## src/design/bpndr_pkg.sv

```systemverilog
// Package of the block peak normalizer: widths, reset values, register
// indexes, the controller state type, gain unit structs and the requantizer.
package bpndr_pkg;

  localparam int SAMPLE_W      = 16;
  localparam int PEAK_W        = SAMPLE_W + 1;
  localparam int CODE_W        = 10;
  localparam int OUT_TDATA_W   = 16;
  localparam int CFG_W         = 4;
  localparam int CFG_IDX_W     = 2;
  localparam int GAIN_W        = 4;
  localparam int BLOCK_SIZE_DEF = 64;

  localparam logic [CFG_W-1:0] MAX_GAIN_RST = 4'd10;
  localparam logic [CFG_W-1:0] OUT_BITS_RST = 4'd10;

  // Full scale is 32768; any peak at or below full scale / 16 gives a
  // quotient of at least 16, which is above every possible gain limit.
  localparam logic [SAMPLE_W-1:0] FULL_SCALE = 16'h8000;
  localparam logic [PEAK_W-1:0]   SAT_PEAK   = PEAK_W'(32768 / 16);

  localparam logic [CFG_IDX_W-1:0] REG_MAX_GAIN = 2'd0;
  localparam logic [CFG_IDX_W-1:0] REG_OUT_BITS = 2'd1;

  typedef enum logic [1:0] {
    ST_COLLECT,
    ST_DIV,
    ST_EMIT
  } state_t;

  typedef struct packed {
    logic              start;
    logic [PEAK_W-1:0] peak;
    logic [GAIN_W-1:0] cap;
  } div_req_t;

  typedef struct packed {
    logic              done;
    logic [GAIN_W-1:0] gain;
  } div_rsp_t;

  // Scale one sample by the gain, saturate to 16 bits, shift into offset
  // binary less 512, 256 or 128 (for 10, 9 or 8 bits), clamp at zero and keep the top bits.
  function automatic logic [CODE_W-1:0] requant(input logic signed [SAMPLE_W-1:0] s,
                                                input logic [GAIN_W-1:0] gain,
                                                input logic [CFG_W-1:0] bits);
    logic signed [SAMPLE_W+GAIN_W:0] prod;
    logic [SAMPLE_W-1:0] sat;
    logic [SAMPLE_W-1:0] biased;
    logic [SAMPLE_W-1:0] offset;
    logic [SAMPLE_W-1:0] j;
    logic [CODE_W-1:0] code;
    prod = s * $signed({1'b0, gain});
    if (prod > $signed((SAMPLE_W+GAIN_W+1)'(32767))) begin
      sat = 16'h7FFF;
    end else if (prod < -$signed((SAMPLE_W+GAIN_W+1)'(32768))) begin
      sat = 16'h8000;
    end else begin
      sat = prod[SAMPLE_W-1:0];
    end
    biased = {~sat[SAMPLE_W-1], sat[SAMPLE_W-2:0]};
    if (bits inside {[4'd10:4'd15]}) begin
      offset = 16'd512;
    end else if (bits == 4'd9) begin
      offset = 16'd256;
    end else begin
      offset = 16'd128;
    end
    j = (biased >= offset) ? (biased - offset) : '0;
    if (bits inside {[4'd10:4'd15]}) begin
      code = j[15:6];
    end else if (bits == 4'd9) begin
      code = {1'b0, j[15:7]};
    end else begin
      code = {2'b00, j[15:8]};
    end
    return code;
  endfunction

endpackage

```

## src/design/bpndr_mem.sv

```systemverilog
// Sample store of the block peak normalizer: one write port, one read port,
// read data registered. Uses no package items.
module bpndr_mem #(
  parameter int DEPTH  = 64,
  parameter int ADDR_W = $clog2(DEPTH),
  parameter int DATA_W = 16
) (
  input  logic              clk,
  input  logic              wr_en,
  input  logic [ADDR_W-1:0] wr_addr,
  input  logic [DATA_W-1:0] wr_data,
  input  logic              rd_en,
  input  logic [ADDR_W-1:0] rd_addr,
  output logic [DATA_W-1:0] rd_data
);

  logic [DATA_W-1:0] mem [DEPTH];

  always_ff @(posedge clk) begin
    if (wr_en) begin
      mem[wr_addr] <= wr_data;
    end
  end

  always_ff @(posedge clk) begin
    if (rd_en) begin
      rd_data <= mem[rd_addr];
    end
  end

endmodule

```

## src/design/bpndr_gain_div.sv

```systemverilog
// Gain unit of the block peak normalizer: restoring division of full scale
// by the block peak, one quotient bit per cycle, capped. Uses bpndr_pkg.
module bpndr_gain_div (
  input  logic                clk,
  input  logic                rst_n,
  input  bpndr_pkg::div_req_t req,
  output bpndr_pkg::div_rsp_t rsp
);

  localparam int TRIAL_W = bpndr_pkg::PEAK_W + 3;

  logic                              busy_r, busy_nxt;
  logic                              done_r, done_nxt;
  logic [1:0]                        step_r, step_nxt;
  logic [bpndr_pkg::SAMPLE_W-1:0]    rem_r, rem_nxt;
  logic [bpndr_pkg::PEAK_W-1:0]      peak_r, peak_nxt;
  logic [bpndr_pkg::GAIN_W-1:0]      quo_r, quo_nxt;
  logic [bpndr_pkg::GAIN_W-1:0]      gain_r, gain_nxt;
  logic                              sat_r, sat_nxt;
  logic [TRIAL_W-1:0]                trial;

  always_ff @(posedge clk) begin
    if (!rst_n) begin
      busy_r <= 1'b0;
      done_r <= 1'b0;
    end else begin
      busy_r <= busy_nxt;
      done_r <= done_nxt;
    end
  end

  always_ff @(posedge clk) begin
    step_r <= step_nxt;
    rem_r  <= rem_nxt;
    peak_r <= peak_nxt;
    quo_r  <= quo_nxt;
    gain_r <= gain_nxt;
    sat_r  <= sat_nxt;
  end

  always_comb begin
    busy_nxt = busy_r;
    done_nxt = 1'b0;
    step_nxt = step_r;
    rem_nxt  = rem_r;
    peak_nxt = peak_r;
    quo_nxt  = quo_r;
    gain_nxt = gain_r;
    sat_nxt  = sat_r;
    trial    = TRIAL_W'(peak_r) << step_r;
    if (req.start) begin
      busy_nxt = 1'b1;
      step_nxt = 2'd3;
      rem_nxt  = bpndr_pkg::FULL_SCALE;
      peak_nxt = req.peak;
      quo_nxt  = '0;
      sat_nxt  = (req.peak <= bpndr_pkg::SAT_PEAK);
    end else if (busy_r) begin
      if (TRIAL_W'(rem_r) >= trial) begin
        rem_nxt         = rem_r - trial[bpndr_pkg::SAMPLE_W-1:0];
        quo_nxt[step_r] = 1'b1;
      end
      step_nxt = step_r - 2'd1;
      if (step_r == 2'd0) begin
        busy_nxt = 1'b0;
        done_nxt = 1'b1;
        // A silent block also lands here, since zero is below the limit.
        gain_nxt = (sat_r || (quo_nxt > req.cap)) ? req.cap : quo_nxt;
      end
    end
  end

  assign rsp.done = done_r;
  assign rsp.gain = gain_r;

endmodule

```

## src/design/block_peak_normalize_dac_requant_core.sv

```systemverilog
// A block closes on the request marked last or on its BLOCK_SIZE-th request.
// Samples are taken one a cycle while a block fills; codes then leave with
// one read of the sample store in flight at a time (read of the sample store,
// then output register), so a new read waits until the last one is loaded.
// Sync active-low reset clears control, peak, fill count and config; the
// sample store is not cleared.
module block_peak_normalize_dac_requant_core #(
  parameter int BLOCK_SIZE = bpndr_pkg::BLOCK_SIZE_DEF
) (
  input  logic                                 clk,
  input  logic                                 rst_n,
  // Input stream. tdata: sample [15:0]. tlast: last.
  input  logic                                 in_tvalid,
  output logic                                 in_tready,
  input  logic [bpndr_pkg::SAMPLE_W-1:0]       in_tdata,
  input  logic                                 in_tlast,
  // Result stream. tdata: code [9:0], zeros [15:10]. tlast: end_of_block.
  output logic                                 out_tvalid,
  input  logic                                 out_tready,
  output logic [bpndr_pkg::OUT_TDATA_W-1:0]    out_tdata,
  output logic                                 out_tlast,
  // Configuration writes: index 0 is max_gain, index 1 is out_bits.
  input  logic                                 cfg_valid,
  output logic                                 cfg_ready,
  input  logic [bpndr_pkg::CFG_IDX_W-1:0]      cfg_index,
  input  logic [bpndr_pkg::CFG_W-1:0]          cfg_data
);

  localparam int ADDR_W = $clog2(BLOCK_SIZE);
  localparam int CNT_W  = $clog2(BLOCK_SIZE + 1);

  bpndr_pkg::state_t state_r, state_nxt;

  logic [CNT_W-1:0]                  fill_r, fill_nxt;
  logic [CNT_W-1:0]                  emit_cnt_r, emit_cnt_nxt;
  logic [bpndr_pkg::PEAK_W-1:0]      peak_r, peak_nxt;
  logic [ADDR_W-1:0]                 rd_idx_r, rd_idx_nxt;
  logic                              rd_pend_r, rd_pend_nxt;
  logic                              rd_last_r, rd_last_nxt;
  logic                              out_valid_r, out_valid_nxt;
  logic [bpndr_pkg::CODE_W-1:0]      code_r, code_nxt;
  logic                              eob_r, eob_nxt;
  logic [bpndr_pkg::CFG_W-1:0]       max_gain_r;
  logic [bpndr_pkg::CFG_W-1:0]       out_bits_r;

  logic                              in_acc;
  logic [bpndr_pkg::PEAK_W-1:0]      mag;
  logic [bpndr_pkg::PEAK_W-1:0]      peak_upd;
  logic [CNT_W-1:0]                  fill_inc;
  logic                              close_blk;
  logic                              out_free;
  logic                              rd_is_last;
  logic                              mem_wr;
  logic                              mem_rd;
  logic [bpndr_pkg::SAMPLE_W-1:0]    rd_data;

  bpndr_pkg::div_req_t div_req;
  bpndr_pkg::div_rsp_t div_rsp;

  // Configuration is always taken; the user must change it only while the block is idle; the block does not check.
  assign cfg_ready = 1'b1;

  always_ff @(posedge clk) begin
    if (!rst_n) begin
      max_gain_r <= bpndr_pkg::MAX_GAIN_RST;
      out_bits_r <= bpndr_pkg::OUT_BITS_RST;
    end else if (cfg_valid) begin
      case (cfg_index)
        bpndr_pkg::REG_MAX_GAIN: max_gain_r <= cfg_data;
        bpndr_pkg::REG_OUT_BITS: out_bits_r <= cfg_data;
        default: ;
      endcase
    end
  end

  always_ff @(posedge clk) begin
    if (!rst_n) begin
      state_r     <= bpndr_pkg::ST_COLLECT;
      fill_r      <= '0;
      peak_r      <= '0;
      rd_pend_r   <= 1'b0;
      out_valid_r <= 1'b0;
    end else begin
      state_r     <= state_nxt;
      fill_r      <= fill_nxt;
      peak_r      <= peak_nxt;
      rd_pend_r   <= rd_pend_nxt;
      out_valid_r <= out_valid_nxt;
    end
  end

  always_ff @(posedge clk) begin
    emit_cnt_r <= emit_cnt_nxt;
    rd_idx_r   <= rd_idx_nxt;
    rd_last_r  <= rd_last_nxt;
    code_r     <= code_nxt;
    eob_r      <= eob_nxt;
  end

  // Magnitude is one bit wider than a sample so that -32768 stays unsigned.
  assign in_acc   = in_tvalid && in_tready;
  assign mag      = in_tdata[bpndr_pkg::SAMPLE_W-1]
                    ? ({1'b0, ~in_tdata} + bpndr_pkg::PEAK_W'(1))
                    : {1'b0, in_tdata};
  assign peak_upd = (mag > peak_r) ? mag : peak_r;
  assign fill_inc = fill_r + 1'b1;
  // A block closes on last, or by itself once the store is full.
  assign close_blk = in_tlast || (fill_inc == CNT_W'(BLOCK_SIZE));
  // The output register can take a new code in the cycle after a read if it
  // is empty now or its code is being taken now.
  assign out_free   = !out_valid_r || out_tready;
  assign rd_is_last = ((CNT_W'(rd_idx_r) + 1'b1) == emit_cnt_r);

  always_comb begin
    state_nxt     = state_r;
    fill_nxt      = fill_r;
    peak_nxt      = peak_r;
    emit_cnt_nxt  = emit_cnt_r;
    rd_idx_nxt    = rd_idx_r;
    rd_pend_nxt   = 1'b0;
    rd_last_nxt   = rd_last_r;
    in_tready     = 1'b0;
    mem_wr        = 1'b0;
    mem_rd        = 1'b0;
    div_req.start = 1'b0;
    div_req.peak  = peak_upd;
    div_req.cap   = (max_gain_r == '0) ? bpndr_pkg::GAIN_W'(1) : max_gain_r;

    case (state_r)
      bpndr_pkg::ST_COLLECT: begin
        in_tready = 1'b1;
        if (in_acc) begin
          mem_wr = 1'b1;
          if (close_blk) begin
            fill_nxt      = '0;
            peak_nxt      = '0;
            emit_cnt_nxt  = fill_inc;
            div_req.start = 1'b1;
            state_nxt     = bpndr_pkg::ST_DIV;
          end else begin
            fill_nxt = fill_inc;
            peak_nxt = peak_upd;
          end
        end
      end
      bpndr_pkg::ST_DIV: begin
        if (div_rsp.done) begin
          rd_idx_nxt = '0;
          state_nxt  = bpndr_pkg::ST_EMIT;
        end
      end
      bpndr_pkg::ST_EMIT: begin
        // One read in flight at a time; the last read hands control back to
        // collection while its code is still on the way out.
        if (!rd_pend_r && out_free) begin
          mem_rd      = 1'b1;
          rd_pend_nxt = 1'b1;
          rd_last_nxt = rd_is_last;
          rd_idx_nxt  = rd_idx_r + 1'b1;
          if (rd_is_last) begin
            state_nxt = bpndr_pkg::ST_COLLECT;
          end
        end
      end
      default: begin
        state_nxt = bpndr_pkg::ST_COLLECT;
      end
    endcase
  end

  // Output register: loaded from the sample just read, scaled by the gain.
  always_comb begin
    out_valid_nxt = out_valid_r;
    code_nxt      = code_r;
    eob_nxt       = eob_r;
    if (rd_pend_r) begin
      out_valid_nxt = 1'b1;
      code_nxt      = bpndr_pkg::requant(rd_data, div_rsp.gain, out_bits_r);
      eob_nxt       = rd_last_r;
    end else if (out_tready) begin
      out_valid_nxt = 1'b0;
    end
  end

  assign out_tvalid = out_valid_r;
  assign out_tdata  = {{(bpndr_pkg::OUT_TDATA_W - bpndr_pkg::CODE_W){1'b0}}, code_r};
  assign out_tlast  = eob_r;

  bpndr_mem #(
    .DEPTH  (BLOCK_SIZE),
    .ADDR_W (ADDR_W),
    .DATA_W (bpndr_pkg::SAMPLE_W)
  ) u_mem (
    .clk     (clk),
    .wr_en   (mem_wr),
    .wr_addr (fill_r[ADDR_W-1:0]),
    .wr_data (in_tdata),
    .rd_en   (mem_rd),
    .rd_addr (rd_idx_r),
    .rd_data (rd_data)
  );

  bpndr_gain_div u_div (
    .clk   (clk),
    .rst_n (rst_n),
    .req   (div_req),
    .rsp   (div_rsp)
  );

endmodule

```

## config.mk

```make
export PLATFORM = sky130hd
export DESIGN_NAME = block_peak_normalize_dac_requant_core
export DESIGN_NICKNAME = d
export VERILOG_FILES = /design/src/design/bpndr_pkg.sv /design/src/design/bpndr_mem.sv /design/src/design/bpndr_gain_div.sv /design/src/design/block_peak_normalize_dac_requant_core.sv
export SDC_FILE = /design/constraint.sdc
export NUM_CORES = 1
export LEC_CHECK = 0
export ABC_AREA = 1
export BUFFER_PORTS_ARGS = -buffer_cell sky130_fd_sc_hd__buf_2
export CAP_MARGIN = 20
export CELL_PAD_IN_SITES_DETAIL_PLACEMENT = 0
export CELL_PAD_IN_SITES_GLOBAL_PLACEMENT = 1
export CORE_MARGIN = 3
export CORE_UTILIZATION = 35
export CTS_BUF_LIST = sky130_fd_sc_hd__clkbuf_4
export DETAILED_ROUTE_END_ITERATION = 16
export GPL_TIMING_DRIVEN = 1
export PLACE_DENSITY = 0.68
export SYNTH_ARGS = -nofsm -noshare
export SYNTH_HDL_FRONTEND = slang
export SYNTH_SLANG_ARGS = --single-unit
```

## constraint.sdc

```tcl
create_clock -name clk -period 6.3 [get_ports clk]
set_clock_uncertainty 0.2 [all_clocks]
set_input_delay 0.63 -clock clk [delete_from_list [all_inputs] [get_ports clk]]
set_output_delay 0.63 -clock clk [all_outputs]
set_load 0.01 [all_outputs]
```

==> reports/summary.txt <==
==================================================================================
Final period util ...................................................        89.7%
Launching element type of the critical path .........................    flip-flop
Commonest non-fill, non-tap cells in the layout ..................... edfxtp_1 (1087), nor2_1 (644), o21ai_0 (591)
Count of yosys warnings during synthesis ............................            0
Sum Neg Setup Slack .................................................         0 ns
Total number of placement rows ......................................          137
Synth async-reset ratio .............................................           0%
Later-pin clock latency in the skew report ..........................      1.21 ns
Gate Count Post-Synth ...............................................         4207
Total standard cell area after synthesis ............................   0.0498 mm2
Finished Layout Cells ...............................................         6556
Remaining number of nets flagged by the antenna check after routing .            0
Post-layout nets ....................................................         4626
Area of the die .....................................................    0.147 mm2
Sum of net half-perimeters after detailed placement .................      81.2 mm
Area share of the largest cell type after synthesis .................        65.6%
Maximum number of pins on one net before global-route repair ........          176
Worst Path Max Fanout ...............................................           17
Routed vias/inst ....................................................         5.24
Summed area of non-filler cells in the final layout .................   0.0565 mm2
Clock Tree Root .....................................................     clkbuf_4
Share of layout cells above drive strength 1 ........................        14.5%
Top-level I/O count .................................................           48
Final min period ....................................................      5.65 ns
Most instantiated flip-flop cell in the synthesis netlist ...........     edfxtp_1
Proportion of synthesized chip area in sequential cells .............        68.0%
# fillers ...........................................................        13300
Number of violations of the max-capacitance limit ...................            0
Drt drc .............................................................            0
Outcome ............................................................. complete, no violations
Min-Delay Path Depth ................................................            2
Max-slew violation total from the final report ......................            0
Residual overflow from global routing ...............................            0
Number of synthesized register bits .................................         1147
First-pass GRT wire length ..........................................       210 mm
Number of library cell types mapped by synthesis ....................           49
Clock sink count ....................................................         1147
Overall die height ..................................................       383 um
Origin of the worst min-delay path ..................................  in_tdata[2]
Layout overhead on the synthesized area .............................        13.6%
Average detailed-routed wire length per instance ....................      21.4 um
Clock Pin Slew Worst Setup and Hold Paths ...........................      0.06 ns
Cell family with the largest share of critical-path delay ...........  adder cells
Number of antenna violations at the first check in global routing ...            7
Final GP Congestion .................................................        0.791
Area of the placeable core ..........................................    0.140 mm2
Port bufs ...........................................................           40
Number of H-tree levels .............................................            5
Number of vias after detailed routing ...............................        34300
Delay contributed by the slowest stage of the critical path .........      0.55 ns
Hold path endpoint .................................................. u_mem.mem[47][2]$_DFFE_PP_
Most common cell after layout, fill and taps aside ..................     edfxtp_1
Worst R2R Path Depth ................................................           33
Num CTS Buffers .....................................................          316
Classification of the worst-slack hold path ......................... primary input to flip-flop
FMAX ................................................................      177 MHz
RSZ-0062 raised after global routing ................................        false
Placed Cells incl. Taps .............................................         5995
TritonCTS clock tree ................................................         done
Number of global-route vias before repair ...........................        33200
Pwr per Cell Area ...................................................   278 mW/mm2
Worst slack, placed .................................................     0.476 ns
Relative slew slack .................................................        28.4%
Classification of the worst setup path .............................. flip-flop to flip-flop
Post-synth top area cell ............................................     edfxtp_1
GR Util All Layers ..................................................        18.9%
Maximum buffer depth of the clock tree ..............................            4
Data required time at the worst endpoint ............................      6.97 ns
Number of enable-type register cells in the synthesized netlist .....         1087
Width of the die ....................................................       383 um
Mean post-synth cell area ...........................................     11.8 um2
Worst-path cell with the longest stage delay ........................         fa_1
Lkg Pwr .............................................................      19.9 nW
IR drop worst, VDD ..................................................     0.112 mV
Initial core utilization ............................................        35.4%
Final WL ............................................................       140 mm
CP arrival ..........................................................      6.31 ns
Final hold violation count ..........................................            0
Sum of buffers and inverters on the critical path ...................            8
Register-to-register setup slack ....................................      0.65 ns
DR pass1 iterations .................................................            6
R2r startpoint ...................................................... u_div.gain_r[2]$_DFFE_PP_
Number of gates given a new drive strength after cts ................            0
Element type at the critical path end ...............................    flip-flop
DP Area .............................................................   0.0525 mm2
Area contributors post-synth ........................................ edfxtp_1 (66%), o21ai_0 (5.9%), nor2_1 (5.0%), o221ai_1 (4.4%), nand3_1 (2.8%)
Number of endpoints failing setup at the final stage ................            0
Iteration-0 DRC count of the detailed router ........................         2908
Crit-path most repeated cell ........................................      nand2_1
Setup slack of the critical path after layout .......................     0.652 ns
Post-route worst hold slack .........................................    0.0821 ns
Worst Tran Pin Value ................................................      1.07 ns
R2R Path End ........................................................ code_r[5]$_DFFE_PP_
==================================================================================
what timing repair did:
item,CTS,global route
hold buffers,35,0
hold endpoints to repair,395,0
setup buffers,0,2
endpoints found under the setup margin,0,9
logic make-up (layout without fill, tap and decap cells):
kind of cell	after synthesis	in the layout	synth area share, %
DFF	1147	1147	68.0
buffers and inverters	527	985	4.09
AOI/OAI and AO/OA	968	968	11.8
and+or+nand+nor	1385	1385	11.5
other	2	17	0.0151
xor gates and xnor gates	54	54	0.950
muxes	2	2	0.0402
adders and majority gates	122	122	3.60
flip-flops by register name (all words and copies together), names as in the netlist, 2 cells and up:
register / cells
state_r: 2
code_r: 10
u_div.step_r: 2
u_div.peak_r: 17
out_bits_r: 4
u_div.quo_r: 4
peak_r: 17
u_div.rem_r: 16
u_mem.mem: 1024
emit_cnt_r: 7
u_mem.rd_data: 16
fill_r: 7
u_div.gain_r: 4
rd_idx_r: 6
max_gain_r: 4
layer usage:
metal  track usage, %  wire length, um  vias to the layer above
met2             30.3            65800                     1304
met1             25.6            60800                    16700
li1                 -                -                    16000
met5                0               27                        -
met3             3.54             9930                      281
met4             6.80             3860                        4
stage by stage:
step	util [%]	total power, mW
6_report	40.3	15.7
4_1_cts	40.2	15.9
3_5_place_dp	37.4	9.64
3_3_place_gp	37.4	9.63
2_1_floorplan	-	9.28
5_1_grt	40.3	16.4
how the worst max path moves through the flow:
stage,cells after the start,to,slack (ns),start
floorplan,33,code_r[7]$_DFFE_PP_,0.85,u_div.gain_r[2]$_DFFE_PP_
global placement,17,u_div.sat_r$_DFFE_PP_,0.47,in_tdata[12]
detailed placement,33,code_r[7]$_DFFE_PP_,0.48,u_div.gain_r[3]$_DFFE_PP_
CTS,32,code_r[1]$_DFFE_PP_,0.46,u_div.gain_r[2]$_DFFE_PP_
global route,33,code_r[1]$_DFFE_PP_,0.13,u_div.gain_r[2]$_DFFE_PP_
finish,33,code_r[5]$_DFFE_PP_,0.65,u_div.gain_r[2]$_DFFE_PP_
power by group:
part           total, mW  internal [mW]  switching, mW
clock               6.20           3.21           2.99
sequential          8.44           8.40         0.0401
combinational       1.05          0.348          0.698
cells in the mapped netlist (25+ instances only):
master       n
edfxtp_1  1087
nor2_1     659
o21ai_0    591
nand2_1    376
nand3_1    283
inv_1      253
o221ai_1   252
clkbuf_1   219
a21oi_1     92
ha_1        87
dfxtp_1     60
fa_1        35
xnor2_1     28
xor2_1      26
buf_1       25
cell type report:
cell class              count  area [um2]  share of cell area (%)
diodes                      9        22.5                  0.0398
clock inverters            84         392                   0.693
well taps                1876        2350                    4.15
flip-flops and latches   1147       33800                    59.9
clock buffers             429        3220                    5.70
inverters                 263        1000                    1.78
repair buffers            209        1740                    3.08
multi-input cells        2539       14000                    24.7
No activity file was read; power rests on OpenSTA's default activity.
